[config.mk]
export PLATFORM = sky130hd
export DESIGN_NAME = joystick_differential_drive_mixer_top
export DESIGN_NICKNAME = d
export VERILOG_FILES = /design/src/rtl/jddm_pkg.sv /design/src/rtl/joystick_differential_drive_mixer_top.sv /design/src/rtl/jddm_axis_map.sv /design/src/rtl/jddm_mixer.sv
export SDC_FILE = /design/constraint.sdc
export NUM_CORES = 1
export LEC_CHECK = 0
export BUFFER_PORTS_ARGS = -buffer_cell sky130_fd_sc_hd__buf_2
export CAP_MARGIN = 0
export CORE_UTILIZATION = 51
export CTS_BUF_LIST = sky130_fd_sc_hd__clkbuf_2 sky130_fd_sc_hd__clkbuf_4 sky130_fd_sc_hd__clkbuf_8
export DETAILED_ROUTE_END_ITERATION = 10
export PLACE_DENSITY_LB_ADDON = 0.3
export SLEW_MARGIN = 20
export SYNTH_ARGS = -nofsm -noshare
export SYNTH_HDL_FRONTEND = slang
export SYNTH_SLANG_ARGS = --single-unit
[constraint.sdc]
create_clock -name i_clk -period 9.25 [get_ports i_clk]
set_input_delay 0.4625 -clock i_clk [delete_from_list [all_inputs] [get_ports i_clk]]
set_output_delay 0.4625 -clock i_clk [all_outputs]
set_load 0.02 [all_outputs]
[src/rtl/jddm_pkg.sv]
`default_nettype none

package jddm_pkg;

    // Configuration register indexes.
    localparam logic [1:0] CFG_DEADZONE   = 2'd0;
    localparam logic [1:0] CFG_SNAP_LEVEL = 2'd1;
    localparam logic [1:0] CFG_MIN_DUTY   = 2'd2;

    // Register values after reset.
    localparam logic [7:0] DEADZONE_RESET   = 8'd80;
    localparam logic [7:0] SNAP_LEVEL_RESET = 8'd230;
    localparam logic [7:0] MIN_DUTY_RESET   = 8'd35;

    // Magnitude limits of the cross-axis for straight runs and spot turns.
    localparam logic [7:0] FWD_LIMIT    = 8'd10;
    localparam logic [7:0] BACK_LIMIT   = 8'd20;
    localparam logic [7:0] TURN_R_LIMIT = 8'd40;
    localparam logic [7:0] TURN_L_LIMIT = 8'd20;

    // Full scale of one axis.
    localparam logic [7:0] FULL_SCALE = 8'd255;

    // Divisor of the sample-to-axis map.
    localparam logic [10:0] MAP_DIVISOR = 11'd1023;

    typedef logic signed [8:0] t_axis;

    typedef struct packed {
        logic [7:0] deadzone;
        logic [7:0] snap_level;
        logic [7:0] min_duty;
    } t_cfg;

    typedef struct packed {
        logic [7:0] right_duty;
        logic [7:0] left_duty;
        logic       right_dir;
        logic       left_dir;
    } t_drive;

endpackage

`default_nettype wire

[src/rtl/joystick_differential_drive_mixer_top.sv]
// Joystick differential-drive mixer.
// The slave stream takes one received joystick word per request; each request
// updates either the x or the y axis and yields exactly one drive result on
// the master stream: two direction levels and two 8-bit PWM compare values.
// The configuration channel writes deadzone (index 0), snap level (index 1)
// and minimum duty (index 2); it is always ready, and writes to other indexes
// are ignored. Write configuration only while no request is in flight.
// An accepted request passes through two registers to a valid result: one
// register after the sample-to-axis map, one result register after the mixer.
// Throughput is one request per cycle while results drain, set by the
// mixer's axis update, which feeds the stored axes back to the next request.
// When the receiver stalls, the result register holds its value and the map
// stage still takes one more request; o_s_axis_tready drops only when both
// stages are full. Reset clears both axes, the held drive outputs and all
// valid flags, and loads the default register values (80, 230, 35).
`default_nettype none

module joystick_differential_drive_mixer_top (
    input  wire logic        i_clk,
    input  wire logic        i_rst_n,
    // Slave stream: [3:0] low_part, [9:4] high_part, [15:10] zero.
    input  wire logic        i_s_axis_tvalid,
    output logic             o_s_axis_tready,
    input  wire logic [15:0] i_s_axis_tdata,
    // Master stream: [0] left_dir, [1] right_dir, [9:2] left_duty,
    // [17:10] right_duty, [23:18] zero.
    output logic             o_m_axis_tvalid,
    input  wire logic        i_m_axis_tready,
    output logic [23:0]      o_m_axis_tdata,
    // Configuration write channel.
    input  wire logic        i_cfg_valid,
    output logic             o_cfg_ready,
    input  wire logic [1:0]  i_cfg_index,
    input  wire logic [7:0]  i_cfg_data
);

    jddm_pkg::t_cfg   r_cfg;
    jddm_pkg::t_cfg   n_cfg;
    jddm_pkg::t_axis  r_axis;
    logic             r_axis_is_x;
    logic             r_map_valid;
    jddm_pkg::t_axis  r_x;
    jddm_pkg::t_axis  r_y;
    jddm_pkg::t_drive r_drive;
    logic             r_out_valid;

    jddm_pkg::t_axis  map_axis;
    jddm_pkg::t_axis  mix_x;
    jddm_pkg::t_axis  mix_y;
    jddm_pkg::t_drive mix_drive;
    logic             advance;
    logic             in_accept;
    logic             consume;

    // Pipeline control: the mixer stage moves when the result slot is free or drains.
    assign advance         = ~r_out_valid | i_m_axis_tready;
    assign consume         = r_map_valid & advance;
    assign o_s_axis_tready = ~r_map_valid | advance;
    assign in_accept       = i_s_axis_tvalid & o_s_axis_tready;
    assign o_cfg_ready     = 1'b1;

    // Configuration register write.
    always_comb begin
        n_cfg = r_cfg;
        if (i_cfg_valid) begin
            case (i_cfg_index)
                jddm_pkg::CFG_DEADZONE:   n_cfg.deadzone   = i_cfg_data;
                jddm_pkg::CFG_SNAP_LEVEL: n_cfg.snap_level = i_cfg_data;
                jddm_pkg::CFG_MIN_DUTY:   n_cfg.min_duty   = i_cfg_data;
                default:                  n_cfg = r_cfg;
            endcase
        end
    end

    always_ff @(posedge i_clk) begin
        if (!i_rst_n) begin
            r_cfg <= '{deadzone:   jddm_pkg::DEADZONE_RESET,
                       snap_level: jddm_pkg::SNAP_LEVEL_RESET,
                       min_duty:   jddm_pkg::MIN_DUTY_RESET};
        end else begin
            r_cfg <= n_cfg;
        end
    end

    // Sample-to-axis map on the incoming word.
    jddm_axis_map u_axis_map (
        .i_word (i_s_axis_tdata[9:0]),
        .o_axis (map_axis)
    );

    always_ff @(posedge i_clk) begin
        if (!i_rst_n) begin
            r_map_valid <= 1'b0;
        end else if (o_s_axis_tready) begin
            r_map_valid <= i_s_axis_tvalid;
        end
    end

    always_ff @(posedge i_clk) begin
        if (in_accept) begin
            r_axis      <= map_axis;
            r_axis_is_x <= i_s_axis_tdata[0];
        end
    end

    // Axis update, snap and drive rules.
    jddm_mixer u_mixer (
        .i_axis       (r_axis),
        .i_axis_is_x  (r_axis_is_x),
        .i_x_hold     (r_x),
        .i_y_hold     (r_y),
        .i_cfg        (r_cfg),
        .i_drive_hold (r_drive),
        .o_x          (mix_x),
        .o_y          (mix_y),
        .o_drive      (mix_drive)
    );

    // Stored axes and held drive, which is also the result register.
    always_ff @(posedge i_clk) begin
        if (!i_rst_n) begin
            r_x     <= '0;
            r_y     <= '0;
            r_drive <= '0;
        end else if (consume) begin
            r_x     <= mix_x;
            r_y     <= mix_y;
            r_drive <= mix_drive;
        end
    end

    always_ff @(posedge i_clk) begin
        if (!i_rst_n) begin
            r_out_valid <= 1'b0;
        end else if (advance) begin
            r_out_valid <= r_map_valid;
        end
    end

    assign o_m_axis_tvalid = r_out_valid;
    assign o_m_axis_tdata  = {6'd0, r_drive.right_duty, r_drive.left_duty,
                              r_drive.right_dir, r_drive.left_dir};

endmodule

`default_nettype wire

[src/rtl/jddm_axis_map.sv]
`default_nettype none

// Maps a 10-bit joystick sample w to trunc((510*w - 255*1023) / 1023).
// The quotient 510*w / 1023 is estimated as a shift by ten and corrected
// with one compare and increment; negative results round toward zero.
module jddm_axis_map (
    input  wire logic [9:0]    i_word,
    output jddm_pkg::t_axis    o_axis
);

    logic [18:0] scaled;
    logic [8:0]  q_est;
    logic [10:0] r_est;
    logic        over;
    logic [8:0]  quot;
    logic        rem_nz;
    logic        round_up;
    logic [9:0]  sum;

    // 510*w as a shift-and-subtract.
    assign scaled = ({9'd0, i_word} << 9) - ({9'd0, i_word} << 1);

    // Estimate with 1024, then the remainder is low ten bits plus the estimate.
    assign q_est = scaled[18:10];
    assign r_est = {1'b0, scaled[9:0]} + {2'd0, q_est};
    assign over  = (r_est >= jddm_pkg::MAP_DIVISOR);
    assign quot  = q_est + {8'd0, over};
    assign rem_nz = over ? (r_est != jddm_pkg::MAP_DIVISOR) : (r_est != 11'd0);

    // Words below 512 give a negative numerator, which truncates upward.
    assign round_up = ~i_word[9] & rem_nz;
    assign sum = {1'b0, quot} - {2'd0, jddm_pkg::FULL_SCALE} + {9'd0, round_up};
    assign o_axis = sum[8:0];

endmodule

`default_nettype wire

[src/rtl/jddm_mixer.sv]
`default_nettype none

// Updates one axis, snaps both axes and applies the ordered drive rules.
// Purely combinational; the caller registers the axes and the drive.
module jddm_mixer (
    input  wire jddm_pkg::t_axis  i_axis,
    input  wire logic             i_axis_is_x,
    input  wire jddm_pkg::t_axis  i_x_hold,
    input  wire jddm_pkg::t_axis  i_y_hold,
    input  wire jddm_pkg::t_cfg   i_cfg,
    input  wire jddm_pkg::t_drive i_drive_hold,
    output jddm_pkg::t_axis       o_x,
    output jddm_pkg::t_axis       o_y,
    output jddm_pkg::t_drive      o_drive
);

    jddm_pkg::t_axis x_raw;
    jddm_pkg::t_axis y_raw;
    logic [7:0]      x_raw_mag;
    logic [7:0]      y_raw_mag;
    jddm_pkg::t_axis x;
    jddm_pkg::t_axis y;
    logic [7:0]      ax;
    logic [7:0]      ay;
    logic            x_pos;
    logic            x_neg;
    logic            y_pos;
    logic            y_neg;
    logic [7:0]      comp_x;
    logic [7:0]      comp_y;

    // The new sample replaces one axis.
    assign x_raw = i_axis_is_x ? i_axis : i_x_hold;
    assign y_raw = i_axis_is_x ? i_y_hold : i_axis;

    assign x_raw_mag = x_raw[8] ? 8'(-x_raw) : x_raw[7:0];
    assign y_raw_mag = y_raw[8] ? 8'(-y_raw) : y_raw[7:0];

    // Snap both axes to full scale beyond the snap level.
    always_comb begin
        x = x_raw;
        y = y_raw;
        if (x_raw_mag > i_cfg.snap_level) begin
            x = x_raw[8] ? -9'sd255 : 9'sd255;
        end
        if (y_raw_mag > i_cfg.snap_level) begin
            y = y_raw[8] ? -9'sd255 : 9'sd255;
        end
    end

    assign o_x = x;
    assign o_y = y;

    assign ax    = x[8] ? 8'(-x) : x[7:0];
    assign ay    = y[8] ? 8'(-y) : y[7:0];
    assign x_neg = x[8];
    assign y_neg = y[8];
    assign x_pos = ~x[8] & (x != 9'sd0);
    assign y_pos = ~y[8] & (y != 9'sd0);

    // Complement duties, dropped to zero below the minimum duty.
    assign comp_x = (~ax < i_cfg.min_duty) ? 8'd0 : ~ax;
    assign comp_y = (~ay < i_cfg.min_duty) ? 8'd0 : ~ay;

    // Ordered rules; with no match the previous drive is kept.
    always_comb begin
        o_drive = i_drive_hold;
        if (ax < i_cfg.deadzone && ay < i_cfg.deadzone) begin
            o_drive = '{right_duty: 8'd0, left_duty: 8'd0, right_dir: 1'b0, left_dir: 1'b0};
        end else if (ax < jddm_pkg::FWD_LIMIT && y_neg) begin
            o_drive = '{right_duty: ay, left_duty: ay, right_dir: 1'b1, left_dir: 1'b1};
        end else if (ax < jddm_pkg::BACK_LIMIT && y_pos) begin
            o_drive = '{right_duty: ay, left_duty: ay, right_dir: 1'b0, left_dir: 1'b0};
        end else if (ay < jddm_pkg::TURN_R_LIMIT && x_pos) begin
            o_drive = '{right_duty: ax, left_duty: ax, right_dir: 1'b0, left_dir: 1'b1};
        end else if (ay < jddm_pkg::TURN_L_LIMIT && x_neg) begin
            o_drive = '{right_duty: ax, left_duty: ax, right_dir: 1'b1, left_dir: 1'b0};
        end else if (x_pos && y_neg && ax >= ay) begin
            o_drive = '{right_duty: comp_y, left_duty: ax, right_dir: 1'b0, left_dir: 1'b1};
        end else if (x_pos && y_neg && ay > ax) begin
            o_drive = '{right_duty: comp_x, left_duty: ay, right_dir: 1'b1, left_dir: 1'b1};
        end else if (x_neg && y_neg && ay > ax) begin
            o_drive = '{right_duty: ay, left_duty: comp_x, right_dir: 1'b1, left_dir: 1'b1};
        end else if (x_neg && y_neg && ax >= ay) begin
            o_drive = '{right_duty: ax, left_duty: comp_y, right_dir: 1'b1, left_dir: 1'b0};
        end else if (x_neg && y_pos && ax > ay) begin
            o_drive = '{right_duty: comp_y, left_duty: ax, right_dir: 1'b1, left_dir: 1'b0};
        end else if (x_neg && y_pos && ay >= ax) begin
            o_drive = '{right_duty: comp_x, left_duty: ay, right_dir: 1'b0, left_dir: 1'b0};
        end else if (x_pos && y_pos && ay >= ax) begin
            o_drive = '{right_duty: ay, left_duty: comp_x, right_dir: 1'b0, left_dir: 1'b0};
        end else if (x_pos && y_pos && ax > ay) begin
            o_drive = '{right_duty: ax, left_duty: comp_y, right_dir: 1'b0, left_dir: 1'b1};
        end
    end

endmodule

`default_nettype wire

# Word-level counts from Yosys, hierarchy flattened
# Index checks and enable logic that the tools add are counted.
[word_totals]
reg_bits = 72
in_bits = 31
out_inout_bits = 27
[classes]
addsub = 9
n_lt_le_gt_ge = 15
eq_ne = 3
n_mux = 26
n_bitwise = 14
reduce_logical = 26
[ops]
columns = ["operator", "count"]
rows = [
  ["2-to-1 mux 18 bit", 13],
  ["2-to-1 mux 9 bit", 6],
  ["2-to-1 mux 8 bit", 6],
  ["> comparator 8 bit", 4],
  ["less-than comparator 8 bit", 4],
  ["negation 8 bit", 4],
  ["subtractor 19 x 11 -> 19 bit", 1],
  ["adder 9 x 1 -> 9 bit", 2],
  ["nonzero test 9 bit", 2],
  ["logical AND 1 bit", 17],
  [">= comparator 8 bit", 2],
  ["less-than comparator 8 x 5 -> 1 bit (second input constant)", 2],
  ["inverter 8 bit", 2],
  ["nonzero test 13 bit", 1],
  ["adder 10 x 9 -> 11 bit", 1],
  [">= comparator 11 x 10 -> 1 bit (second input constant)", 1],
  ["!= test 11 x 10 -> 1 bit (second input constant)", 1],
  ["nonzero test 11 bit", 1],
  ["subtractor 9 x 8 -> 9 bit (second input constant)", 1],
  ["less-than comparator 8 x 4 -> 1 bit (second input constant)", 1],
  ["less-than comparator 8 x 6 -> 1 bit (second input constant)", 1],
  ["AND reduction 2 bit", 4],
  ["AND 1 bit", 5],
  ["inverter 1 bit", 5],
  ["other kinds (5)", 6],
]

# Depth between registers and ports, before layout
[logic_depth]
ltp_word = 23
mapped_depth = 36

# Modules after synthesis
# From an unflattened synthesis, not the netlist that was laid out.
[unflattened]
hier_cells = 1105
area_unflattened_um2 = 8461.9
[by_module_without_submodules]
columns = ["module", "n_inst", "cells_per_inst", "area_per_inst_um2"]
rows = [
  ["jddm_mixer", 1, 682, 4540.6],
  ["joystick_differential_drive_mixer_top", 1, 275, 2773.9],
  ["jddm_axis_map", 1, 148, 1147.4],
]

# Worst setup path before layout
# No wires, ideal clock.
[synth_path]
path_type = "register -> register"
startpoint = "reg r_axis_is_x"
endpoint = "reg r_drive, in the netlist o_m_axis_tdata[3]"
setup_time_ns = 0.129
t_arrival_ns = 7.167
path_slack_ns = 1.954
stages_incl_launch_ff = 35
synth_period_minus_slack_ns = 7.296
path_cell_list = "edfxtp_1 -> buf_6 -> buf_6 -> buf_6 -> buf_2 -> mux2i_1 -> ha_1 -> o21ai_0 -> o21ai_0 -> xor2_1 -> ha_1 -> nand4_1 -> nor2_1 -> a211o_1 -> and2_1 -> clkbuf_1 -> nor2_1 -> a21o_1 -> ha_1 -> or3_1 -> a21boi_0 -> o22ai_1 -> ha_1 -> a21oi_1 -> nand2_1 -> a221oi_1 -> nand2b_1 -> o32ai_1 -> a211o_1 -> buf_2 -> nand2_1 -> a21oi_1 -> a2111oi_2 -> a2111oi_0 -> o21ai_1"
[synth_via]
elab_chain_len = 23
word_cells_on_any_way = 70
[synth_rtl]
columns = ["element", "line", "text"]
rows = [
  ["start, declared", "joystick_differential_drive_mixer_top.sv:40", "logic r_axis_is_x;"],
  ["start signal, assigned", "joystick_differential_drive_mixer_top.sv:102", "r_axis_is_x <= i_s_axis_tdata[0];"],
  ["2-to-1 mux 9 bit", "jddm_mixer.sv:34", "assign y_raw = i_axis_is_x ? i_y_hold : i_axis;"],
  ["negation 8 bit", "jddm_mixer.sv:37", "assign y_raw_mag = y_raw[8] ? 8'(-y_raw) : y_raw[7:0];"],
  ["2-to-1 mux 8 bit", "jddm_mixer.sv:37", ""],
  ["> comparator 8 bit", "jddm_mixer.sv:46", "if (y_raw_mag > i_cfg.snap_level) begin"],
  ["2-to-1 mux 9 bit", "jddm_mixer.sv:46", ""],
  ["negation 8 bit", "jddm_mixer.sv:55", "assign ay = y[8] ? 8'(-y) : y[7:0];"],
  ["2-to-1 mux 8 bit", "jddm_mixer.sv:55", ""],
  ["inverter 8 bit", "jddm_mixer.sv:63", "assign comp_y = (~ay < i_cfg.min_duty) ? 8'd0 : ~ay;"],
  ["(+7 left out)", "-", ""],
  ["2-to-1 mux 18 bit", "jddm_mixer.sv:82", "end else if (x_neg && y_neg && ay > ax) begin"],
  ["2-to-1 mux 18 bit", "jddm_mixer.sv:80", "end else if (x_pos && y_neg && ay > ax) begin"],
  ["2-to-1 mux 18 bit", "jddm_mixer.sv:78", "end else if (x_pos && y_neg && ax >= ay) begin"],
  ["2-to-1 mux 18 bit", "jddm_mixer.sv:76", "end else if (ay < jddm_pkg::TURN_L_LIMIT && x_neg) begin"],
  ["2-to-1 mux 18 bit", "jddm_mixer.sv:74", "end else if (ay < jddm_pkg::TURN_R_LIMIT && x_pos) begin"],
  ["2-to-1 mux 18 bit", "jddm_mixer.sv:72", "end else if (ax < jddm_pkg::BACK_LIMIT && y_pos) begin"],
  ["2-to-1 mux 18 bit", "jddm_mixer.sv:70", "end else if (ax < jddm_pkg::FWD_LIMIT && y_neg) begin"],
  ["2-to-1 mux 18 bit", "jddm_mixer.sv:68", "if (ax < i_cfg.deadzone && ay < i_cfg.deadzone) begin"],
  ["end signal, assigned", "joystick_differential_drive_mixer_top.sv:128", "r_drive <= mix_drive;"],
  ["end, declared", "joystick_differential_drive_mixer_top.sv:44", "jddm_pkg::t_drive r_drive;"],
]
# Several ways; a longest one is shown, not always the timed one. The select of a mux whose other input is x is not followed.
# A chain may end at the register's enable or synchronous reset.

# Worst setup path in the final report
# Ends and elaborated chain as after synthesis.

==> impl_metrics.tcl <==
set metrics [dict create \
    slowest_delay_ns 0.66 \
    clk_latency_ns 0.39 \
    die_y_um 127 \
    antenna_cells 0 \
    endpoint_kind "flip-flop" \
    clkTransAtPathRegs_ns 0.08 \
    routedWlPerCell_um 19.0 \
    synth-main-ff-cell "dfxtp_1" \
    power_density_nw_per_um2 221 \
    dieArea_um2 16200 \
    drv_cap 0 \
    yosysTopAreaCellShare 0.155 \
    post-place-ws_ns 1.11 \
    cts_tree "built" \
    cp.required_ns 9.58 \
    utilization 0.559 \
    area_delta_synth_final_pct 6.78 \
    synth_edf_count 10 \
    portBuffers 44 \
    setup_viol 0 \
    hold_viol_final 0 \
    fin_ws_ns 0.926 \
    synth_cell_type_count 103 \
    antenna_found_initial 0 \
    ys_async_sr_fraction 0 \
    min_period_ns 8.32 \
    grt_first_pass_wirelength_um 39000 \
    viasPerCell 6.30 \
    hold_buffers 0 \
    skew_ns 0.0180 \
    period_share 0.900 \
    gp_congestion 1.02 \
    initial_core_util 0.524 \
    h-tree-depth 3 \
    critPathLaunchType "flip-flop" \
    path_class "flip-flop to flip-flop" \
    p_leak_uw 0.00355 \
    grt_pass1_vias 7464 \
    whs_path_depth 3 \
    ir_worst_vdd_mv 0.125 \
    cts_root_buffer "clkbuf_8" \
    final_cell_mix "nand2_1, a21oi_1, nor2_1, ha_1, dfxtp_1" \
    die_w_um 127 \
    finalSetupTns_ns 0 \
    slew_headroom 0.304 \
    cts_resized 0 \
    drive_gt1_frac 0.120 \
    post_cts_buffers 0 \
    grt_overflow 0 \
    status "finished clean" \
    rsz0062_at_grt "no" \
    synth-seq-area-share 0.193 \
    yosysTopAreaCell "dfxtp_1" \
    drc 0 \
    vias 8010 \
    hpwl_um 18200 \
    synth-warning-count 0 \
    cp.arrival_ns 8.65 \
    tightest_slew_ns 1.04 \
    path_max_fanout 14 \
    pin_count 58 \
    numCtsBuffers 9 \
    drv_slew 0 \
    fmax_mhz 120 \
    rows 45 \
    fin_nets 1156 \
    cts_buffer_depth 2 \
    grt_max_degree 49 \
    fp.coreArea_um2 15300 \
    synth_area_um2 7990 \
    avgSynthCellArea_um2 7.70 \
    synth_cells 1038 \
    final_common_cell "nand2_1" \
    cp_slowest_cell "edfxtp_1" \
    min_path_type "input pin to flip-flop" \
    ys_ff_latch 72 \
    drt_iter0_drc 909 \
    grt_usage 0.307 \
    synth_top_cells_by_area "dfxtp_1, ha_1, a21oi_1" \
    drtAntennaViolNets 0 \
    worstRegToRegCells 29 \
    wl_um 24100 \
    dr.pass1.iters 8 \
    clock-sinks 72 \
]
-- layer usage --
metal	up-vias	GRT usage	routed length, µm
met2	371	0.492	10700
met3	71	0.0720	2070
li1	3866	-	-
met4	0	0.135	857
met5	-	0	0
met1	3702	0.393	10400
-- registers in the layout, summed over array words and instances (netlist names) --
name             flops
r_map_valid          1
r_axis               9
r_x                  9
r_cfg               24
o_m_axis_tvalid      1
o_m_axis_tdata      18
r_y                  9
r_axis_is_x          1
-- worst max-delay path, delay by kind of cell, from the launching register on --
kind	cells	cell delay (ns)
simple gates	8	1.91
buf+inv	2	0.58
flops	1	0.66
compound gates	15	3.89
xor+xnor	1	0.31
fa+ha+maj	3	0.92
-- layout make-up --
cell class,count,area (µm²)
inverter,62,245
sequential,72,1540
clock buffer,10,131
timing repair buffer,64,370
clock inverter,6,85.1
tap,211,264
fill,1474,6730
multi-input combinational,846,5900
-- per-stage QoR --
stage                     instances  hold WS [ns]  cell area [µm²]  total power, µW
after floorplan                1043         0.436             8010             1270
after global placement         1255         0.436             8320             1550
after detailed placement       1255         0.440             8320             1560
after CTS                      1271         0.329             8530             1850
after global routing           1271         0.326             8530             2020
final                          1271         0.335             8530             1880
-- logic make-up after synthesis --
family | share of synthesized area
other | 0.000940
buffers and inverters | 0.0717
AOI/OAI and AO/OA | 0.301
muxes | 0.0545
and+or+nand+nor | 0.218
DFF | 0.193
xor gates and xnor gates | 0.0493
adders and majority gates | 0.111
-- cells in the mapped netlist, types with 9 or more instances --
cell      count
dfxtp_1      62
nand3_1      23
buf_2        10
edfxtp_1     10
nand2_1      98
nor2b_1      33
o211a_1      10
nor2_1       68
clkbuf_1     36
mux2i_1      29
a31oi_1      18
a21boi_0      9
ha_1         68
a211oi_1     16
a21o_1       10
a21oi_1      75
o31ai_1      10
o21ai_0      59
nor3_1       28
and2_1       15
xnor2_1      31
inv_1        60
o21ai_1      13
xor2_1       14
buf_4         9
o211ai_1     21
-- power by group --
part,switching [µW],internal [µW],total (µW)
combinational,786,437,1220
sequential,24.5,352,376
clock,131,154,285
total,942,942,1880
-- worst paths after layout --
| path | from | endpoint | slack [ns] |
|---|---|---|---|
| min reg2reg | o_m_axis_tdata[7]$_SDFFE_PN0P_ | o_m_axis_tdata[7]$_SDFFE_PN0P_ | 0.45 |
| max | r_axis_is_x$_DFFE_PP_ | o_m_axis_tdata[3]$_SDFFE_PN0P_ | 0.93 |
| min | i_cfg_data[0] | r_cfg[0]$_SDFFE_PN1P_ | 0.34 |
| max reg2reg | r_axis_is_x$_DFFE_PP_ | o_m_axis_tdata[3]$_SDFFE_PN0P_ | 0.93 |
No activity file was read; power rests on OpenSTA's default activity.
